==> src/sv/arst_pkg.sv <==
`timescale 1ns / 1ps
// Shared types, constants and classification functions for the address range
// symbol table. No dependencies; imported by every module of the block.
package arst_pkg;

  // Table depth and derived widths
  localparam int MAX_ENTRIES = 256;
  localparam int IDX_W       = (MAX_ENTRIES > 1) ? $clog2(MAX_ENTRIES) : 1;
  localparam int CNT_W       = $clog2(MAX_ENTRIES + 1);

  // Stream widths: fields packed from bit 0 up, padded to whole bytes
  localparam int IN_FIELDS_W  = 32 + 32 + 4 + 4 + 2 + 32 + 1;
  localparam int IN_DATA_W    = ((IN_FIELDS_W + 7) / 8) * 8;
  localparam int OUT_FIELDS_W = 3 + 8 + 32 + 2 + 2;
  localparam int OUT_DATA_W   = ((OUT_FIELDS_W + 7) / 8) * 8;

  // Request modes carried in tuser
  typedef enum logic [1:0] {
    MODE_CLEAR  = 2'd0,
    MODE_LOAD   = 2'd1,
    MODE_LOOKUP = 2'd2,
    MODE_UNUSED = 2'd3
  } mode_t;

  // Result status codes
  typedef enum logic [2:0] {
    ST_STORED    = 3'd0,
    ST_FILTERED  = 3'd1,
    ST_FULL      = 3'd2,
    ST_FOUND     = 3'd3,
    ST_NOT_FOUND = 3'd4,
    ST_CLEARED   = 3'd5
  } status_t;

  // Symbol type, binding and visibility codes
  localparam logic [3:0] TYPE_OBJECT  = 4'd1;
  localparam logic [3:0] TYPE_FUNC    = 4'd2;
  localparam logic [3:0] TYPE_SECTION = 4'd3;
  localparam logic [3:0] BIND_LOCAL   = 4'd0;
  localparam logic [1:0] VIS_DEFAULT  = 2'd0;

  // Kind and visibility class codes
  localparam logic [1:0] KIND_OBJECT  = 2'd0;
  localparam logic [1:0] KIND_FUNC    = 2'd1;
  localparam logic [1:0] KIND_OTHER   = 2'd2;
  localparam logic [1:0] VCL_LOCAL    = 2'd0;
  localparam logic [1:0] VCL_PRIVATE  = 2'd1;
  localparam logic [1:0] VCL_PUBLIC   = 2'd2;

  // One stored table entry
  typedef struct packed {
    logic [31:0] start;
    logic [31:0] size;
    logic [1:0]  kind;
    logic [1:0]  vclass;
  } entry_t;

  // Range check result from the compare unit
  typedef struct packed {
    logic        hit;
    logic [31:0] offset;
  } match_t;

  // One result item
  typedef struct packed {
    status_t     status;
    logic [7:0]  index;
    logic [31:0] offset;
    logic [1:0]  kind;
    logic [1:0]  vclass;
  } res_t;

  function automatic logic [1:0] kind_of(input logic [3:0] sym_type);
    logic [1:0] k;
    case (sym_type)
      TYPE_OBJECT: k = KIND_OBJECT;
      TYPE_FUNC:   k = KIND_FUNC;
      default:     k = KIND_OTHER;
    endcase
    return k;
  endfunction

  function automatic logic [1:0] vclass_of(input logic [3:0] bind_code,
                                           input logic [1:0] vis);
    logic [1:0] v;
    if (bind_code == BIND_LOCAL) begin
      v = VCL_LOCAL;
    end else if (vis != VIS_DEFAULT) begin
      v = VCL_PRIVATE;
    end else begin
      v = VCL_PUBLIC;
    end
    return v;
  endfunction

endpackage

==> src/sv/arst_match.sv <==
`timescale 1ns / 1ps
// Shared range compare unit: checks one entry against the query address and
// forms the offset. Depends on arst_pkg for the entry and match types.
module arst_match (
  input  arst_pkg::entry_t entry,
  input  logic [31:0]      addr,
  input  logic             ret_mode,
  output arst_pkg::match_t result
);
  import arst_pkg::*;

  logic [31:0] range_end;
  logic        hit_norm;
  logic        hit_ret;

  // End wraps modulo 2^32
  assign range_end = entry.start + entry.size;

  // Normal: [start, end); return address: (start, end]
  assign hit_norm = (addr >= entry.start) && (addr < range_end);
  assign hit_ret  = (addr > entry.start) && (addr <= range_end);

  assign result.hit    = ret_mode ? hit_ret : hit_norm;
  assign result.offset = addr - entry.start;

endmodule

==> config.mk <==
export PLATFORM = sky130hd
export DESIGN_NAME = arst_match
export DESIGN_NICKNAME = d
export VERILOG_FILES = /design/src/sv/arst_pkg.sv /design/src/sv/arst_match.sv
export SDC_FILE = /design/constraint.sdc
export NUM_CORES = 1
export LEC_CHECK = 0
export BUFFER_PORTS_ARGS = -buffer_cell sky130_fd_sc_hd__buf_2
export CAP_MARGIN = 20
export CORE_ASPECT_RATIO = 1.2
export CORE_MARGIN = 3
export CORE_UTILIZATION = 45
export DETAILED_ROUTE_END_ITERATION = 8
export PLACE_DENSITY = 0.68
export SLEW_MARGIN = 40
export SYNTH_ARGS = -nofsm -noshare
export SYNTH_HDL_FRONTEND = slang
export SYNTH_SLANG_ARGS = --single-unit
==> constraint.sdc <==
create_clock -name vclk -period 4.7
set_input_delay 0.705 -clock vclk [all_inputs]
set_output_delay 0.705 -clock vclk [all_outputs]
set_load 0.005 [all_outputs]
* Word level (Yosys, flattened, before mapping)
Cells that the tools add are included.
** Cells by class
- Add/subtract/negate cells :: 2
- Multiply operators :: 0
- Div/mod/pow operators :: 0
- $lt $le $gt $ge :: 4
- Equal/unequal tests :: 0
- Shift operators :: 0
- Muxes and demuxes :: 1
- Bitwise operators :: 0
- Reductions and logical operators :: 2
** Operators by type and width (number)
- 32-bit adder :: 1
- 32-bit >= comparator :: 1
- 32-bit > comparator :: 1
- 32-bit <= comparator :: 1
- 32-bit less-than comparator :: 1
- 32-bit subtractor :: 1
- 1-bit logical AND :: 2
- 1-bit 2-to-1 mux :: 1
** Storage, ports and cells
- Bits in registers :: 0
- Bits in latches :: 0
- RAM bits :: 0
- Bits in read-only memories :: 0
- Input bits :: 101
- Output and inout bits :: 33
- Logic and storage cells :: 9
- Memories :: 0

* Depth between registers and ports, before layout
Gate-level depths: netlist of the first run.
- Word-level depth :: 4
- Mapped depth :: 19
- Gate-level depth less buffers :: 19

* Least setup slack after synthesis of the first run
OpenSTA, ideal clock, no wires.
- Path kind :: in2out
- From :: in entry[13] in the netlist's numbering
- To :: out result[32] in the netlist's numbering
- Data arrival time :: 3.804 ns
- Data required time :: 3.995 ns
- Path slack :: 0.191 ns
- Cell stages on the path :: 18
- Buffers on the path :: 0
- Cell sequence :: ha_1 -> and2_1 -> a221o_1 -> a31oi_1 -> a211o_1 -> nand3_1 -> a21o_1 -> a21oi_1 -> xor2_1 -> ha_1 -> a21o_1 -> a21o_1 -> a21oi_1 -> o21a_1 -> nor2_1 -> a211oi_1 -> o21ai_0 -> a32oi_1
** RTL lines
- start: declaration :: line arst_match.sv:5 : input arst_pkg::entry_t entry,
- end: declaration :: line arst_match.sv:8 : output arst_pkg::match_t result

==> flow_metrics.tcl, run 1 <==
set metrics [dict create \
    n_antenna_cell 0 \
    dpl.cell_count 898 \
    hold_path.startpoint "addr[7]" \
    critPathRequiredTime_ns 3.99 \
    antenna_found_initial 0 \
    path_class "input pin to primary output" \
    status "finished with violations" \
    cp_max_fo 2 \
    grt_usage_pct 24.38 \
    fin_crit_sh_pct 104.4 \
    num_rows 38 \
    num_vias 5138 \
    io-pin-count 134 \
    tightest_slew_ns 0.5893 \
    syn_area_sq_mm 0.004234 \
    failed_checks "negative setup slack" \
    die_area_sq_mm 0.01061 \
    route.detailed.drc 0 \
    worst_setup_path_end_kind "primary output" \
    stdcell_count 906 \
    p_sw_mw 0.4566 \
    yosysWarnings 0 \
    p_int_mw 0.4247 \
    max_freq_ghz 0.2038 \
    io_buffers 130 \
    grt_pass1_vias 5051 \
    finalNetCount 986 \
    place_area_sq_mm 0.005428 \
    crit_start "entry[40]" \
    syn_avg_cell_area_sq_um 7.045 \
    overflow 0 \
    die_x_um 94.55 \
    yosys.cell_types.count 53 \
    viasPerCell 5.671 \
    drt_iter0_markers 172 \
    rsz0062_at_grt "true" \
    fin_crit_ns 4.908 \
    areaGrowthSynthToFinish_pct 35.79 \
    fin_util_pct 62.98 \
    routed_wl_um 13680 \
    clock_buffers 0 \
    grt_pass1_wl_um 21660 \
    cp-start-kind "input pin" \
    hold_path.class "input pin to primary output" \
    p_seq_share_pct 0 \
    core_area_sq_mm 0.009129 \
    synth_nets 799 \
    layout-drive-gt1-share_pct 30.53 \
    dp_hpwl_um 11600 \
    powerDensity_mw_per_mm2 153.3 \
    start_util_pct 46.38 \
    seq_area_frac_synth_pct 0 \
    synth_cells 601 \
    drtAntennaViolNets 0 \
    finalHoldViolCount 0 \
    max_cap_viol_count 0 \
    seq_area_sq_um 0 \
    clock_power_share_pct 0 \
    slew_violations 0 \
    peakVddDrop_mv 0.06943 \
    die_h_um 112.3 \
    wire_per_inst_um 15.10 \
    grt_max_degree 12 \
    switching_share_pct 51.81 \
    max_slew_margin_pct 60.30 \
    worst_slack_ns -0.2076 \
    dr.pass1.iters 4 \
    seq_cell_count 0 \
    combPwrFrac_pct 100.0 \
    gp_congestion 0.9444 \
    cp.arrival_ns 4.20 \
    setup_viol 1 \
    leakage_nw 3.007 \
    stdcell_area_sq_mm 0.005749 \
    fill_cells 902 \
]
==> synth_stat cells (14+ instances only) <==
cell | count | area (sq um)
nand2_1 | 30 | 112.6
a21oi_1 | 65 | 325.3
nand4_1 | 19 | 118.9
nor3_1 | 14 | 70.07
ha_1 | 95 | 1189
nand3_1 | 16 | 80.08
o21ai_0 | 38 | 190.2
inv_1 | 53 | 198.9
xor2_1 | 19 | 166.4
nor2_1 | 48 | 180.2
a21o_1 | 42 | 315.3
xnor2_1 | 32 | 280.3
==> per-stage QoR <==
step / hold WS [ns] / total power [mW] / worst slack [ns] / TNS [ns]
floorplan: 1.575 / 0.5333 / 0.1911 / 0
global placement: 1.897 / 0.8050 / -0.3934 / -0.3934
detailed placement: 1.911 / 0.8248 / -0.5625 / -0.5625
CTS: 1.911 / 0.8604 / -0.3065 / -0.3065
global route: 1.948 / 0.9805 / -0.4378 / -0.4378
finish: 1.911 / 0.8813 / -0.2076 / -0.2076
==> routing by layer <==
| layer | wire [um] | GRT usage, % | up-vias |
|---|---|---|---|
| met5 | 0 | 0 | - |
| met4 | 300 | 5.775 | 0 |
| met1 | 5625 | 28.23 | 2381 |
| li1 | - | - | 2605 |
| met2 | 7116 | 47.68 | 128 |
| met3 | 638 | 1.340 | 24 |
==> critical path, stage by stage <==
cell	delay, ns
buf_8	0.10
ha_4	0.26
o211ai_1	0.09
o211ai_1	0.35
a31oi_2	0.19
a211o_4	0.39
buf_6	0.12
nand3_2	0.06
a21o_1	0.12
a21oi_2	0.05
xor2_1	0.17
ha_1	0.29
a21o_1	0.17
a21o_1	0.18
a21oi_2	0.12
o21a_1	0.13
nor2_1	0.04
a211oi_1	0.20
o21ai_1	0.10
a32oi_1	0.20
buf_2	0.16
==> logic make-up (layout without fill, tap and decap cells) <==
group | after synthesis | in the layout | share of synthesized area [%]
buf+inv | 68 | 253 | 6.413
xor+xnor | 51 | 51 | 10.55
mux | 2 | 2 | 0.4728
fa+ha+maj | 97 | 97 | 29.02
simple gates | 166 | 166 | 19.56
compound gates | 217 | 217 | 33.98
==> cells in the final DEF (no fill, tap or decap), types with 6 or more instances in the layout <==
cell type  count
nor3_1        14
o21ai_0       34
o21bai_1       6
a21oi_2        9
buf_4         69
nor2_1        47
nor2b_1        9
xnor2_1       32
inv_1         52
o21a_1        12
nand4_1       19
a21o_1        42
buf_2        124
nand2_1       28
a21oi_1       55
xor2_1        19
ha_1          89
nand3_1       15
==> power groups by stage <==
| stage | clock, mW | combinational [mW] | sequential [mW] |
|---|---|---|---|
| after global routing | 0 | 0.981 | 0 |
| after floorplan | 0 | 0.533 | 0 |
| after detailed placement | 0 | 0.825 | 0 |
| after CTS | 0 | 0.860 | 0 |
| after global placement | 0 | 0.805 | 0 |
| final | 0 | 0.881 | 0 |
==> repair_timing <==
action,CTS,global route
hold buffers,0,0
pin swaps,27,21
gates resized for setup,31,21
gates cloned,0,0
setup buffers,7,2
setup endpoints to repair,1,1
endpoints found under the hold margin,0,0
==> worst paths after layout <==
path          to  depth (start not counted)
min    result[7]                          4
max   result[32]                         21
==> layout make-up <==
| class | count | area [sq um] | share of cell area [%] |
|---|---|---|---|
| Timing Repair Buffer | 200 | 1225 | 21.31 |
| Inverter | 53 | 198.9 | 3.460 |
| Tap cell | 120 | 150.1 | 2.612 |
| Multi-Input combinational cell | 533 | 4175 | 72.62 |
Power figures use the tool's default switching activity.
==> run 2: changes to the inputs <==
--- a/config.mk
+++ b/config.mk
@@ -11,7 +11,8 @@
 export CORE_MARGIN = 3
 export CORE_UTILIZATION = 45
 export DETAILED_ROUTE_END_ITERATION = 8
-export PLACE_DENSITY = 0.68
+export PLACE_DENSITY_LB_ADDON = 0.3
+export RECOVER_POWER = 100
 export SLEW_MARGIN = 40
 export SYNTH_ARGS = -nofsm -noshare
 export SYNTH_HDL_FRONTEND = slang
==> flow_metrics.tcl, run 2 (synthesized netlist as in run 1, its figures left out) <==
set metrics [dict create \
    status "finished with violations" \
    failed_checks "negative setup slack" \
    grt_max_degree 12 \
    crit_start "entry[38]" \
    grt_usage_pct 24.90 \
    routed_wl_um 13750 \
    hold_path.startpoint "addr[1]" \
    critPathRequiredTime_ns 3.99 \
    finalPower_mw 0.8715 \
    cp_cell_sequence "buf_8 -> ha_4 -> buf_6 -> o211ai_1 -> o211ai_1 -> a31oi_4 -> a211o_1 -> buf_6 -> nand3_2 -> a21o_1 -> a21oi_2 -> xor2_1 -> ha_1 -> a21o_1 -> a21o_1 -> a21oi_2 -> o21a_1 -> nor2_2 -> a211oi_2 -> o21ai_1 -> a32oi_1 -> buf_2" \
    grt_pass1_vias 5106 \
    core_area_sq_mm 0.009129 \
    finalHoldViolCount 0 \
    io_buffers 130 \
    layout_common_cells "99 x buf_2, 90 x ha_1, 66 x buf_4" \
    tightest_slew_ns 0.5422 \
    dp_hpwl_um 11640 \
    num_rows 38 \
    viasPerCell 5.669 \
    cp.arrival_ns 4.29 \
    setup_viol 1 \
    fin_crit_ns 4.993 \
    layout-drive-gt1-share_pct 26.21 \
    slew_violations 0 \
    hold_path.class "input pin to primary output" \
    max_slew_margin_pct 63.47 \
    leakage_nw 2.939 \
    max_freq_ghz 0.2003 \
    wire_per_inst_um 15.17 \
    areaGrowthSynthToFinish_pct 33.72 \
    die_area_sq_mm 0.01061 \
    overflow 0 \
    cp_max_fo 2 \
    place_area_sq_mm 0.005443 \
    path_common_cell "a21o_1" \
    die_x_um 94.55 \
    drtAntennaViolNets 0 \
    seq_cell_count 0 \
    seq_area_sq_um 0 \
    worst_setup_path_end_kind "primary output" \
    peakVddDrop_mv 0.06638 \
    max_cap_viol_count 0 \
    n_antenna_cell 0 \
    num_vias 5136 \
    critPathMaxStageDelay_ns 0.37 \
    cp-start-kind "input pin" \
    grt_pass1_wl_um 22240 \
    stdcell_area_sq_mm 0.005662 \
    path_class "input pin to primary output" \
    fin_crit_sh_pct 106.2 \
    stdcell_count 906 \
    gp_congestion 0.8900 \
    final_common_cell "buf_2" \
    fin_util_pct 62.02 \
    antenna_found_initial 0 \
    io-pin-count 134 \
    start_util_pct 46.38 \
    worst_slack_ns -0.2930 \
    die_h_um 112.3 \
    cts_hold_buf 0 \
    finalSetupTns_ns -0.2930 \
    rsz0062_at_grt "true" \
    finalNetCount 986 \
    dr.pass1.iters 5 \
    route.detailed.drc 0 \
    drt_iter0_markers 186 \
    clock_buffers 0 \
    powerDensity_mw_per_mm2 153.9 \
    dpl.cell_count 900 \
    cp_slowest_cell "o211ai_1" \
]
run 2: changes by cell type in the layout (fill, tap and decap cells not counted), moves of 3 or more:
| cell | before | now |
|---|---|---|
| buf_4 | 69 | 66 |
| a21oi_1 | 55 | 59 |
| clkbuf_1 | 0 | 23 |
| a21oi_2 | 9 | 5 |
| clkbuf_2 | 0 | 3 |
| buf_2 | 124 | 99 |
run 2: critical path, delay by kind of cell:
kind	cells	cell delay (ns)
AND/OR/NAND/NOR	2	0.12
XOR/XNOR	1	0.14
AO/OA/AOI/OAI	13	2.26
adder cells (fa/ha/maj)	2	0.56
buffers and inverters	4	0.49
run 2: layout make-up:
type                            count  area, sq um
Multi-Input combinational cell    533         4126
Fill cell                         896         3467
Tap cell                          120        150.1
Inverter                           53        198.9
Timing Repair Buffer              200         1186
run 2: power by group:
part	leakage (nW)	switching (mW)	internal [mW]
combinational	2.94	0.460	0.411
clock	0	0	0
sequential	0	0	0
total	2.94	0.460	0.411
run 2: through the flow:
step,hold slack [ns],worst slack (ns)
2_1_floorplan,1.575,0.1911
3_3_place_gp,1.903,-0.4018
5_1_grt,1.942,-0.4474
4_1_cts,1.908,-0.3165
6_report,1.900,-0.2930
3_5_place_dp,1.905,-0.5941
run 2: worst paths after layout:
kind	slack, ns	end	cells past startpoint
worst max-delay path	-0.29	result[32]	22
worst min-delay path	1.90	result[1]	5
run 2: timing repair:
| action | CTS | global route |
|---|---|---|
| setup buffers | 4 | 2 |
| endpoints found under the setup margin | 1 | 1 |
| pin swaps | 20 | 21 |
| resized for setup | 26 | 18 |
run 2: metal layers:
metal	global-route usage [%]	vias to the layer above	part of all wire (%)
met4	5.679	0	2.3
met5	0	-	0
met3	1.609	30	4.5
li1	-	2598	-
met1	29.37	2363	42
met2	48.01	145	51
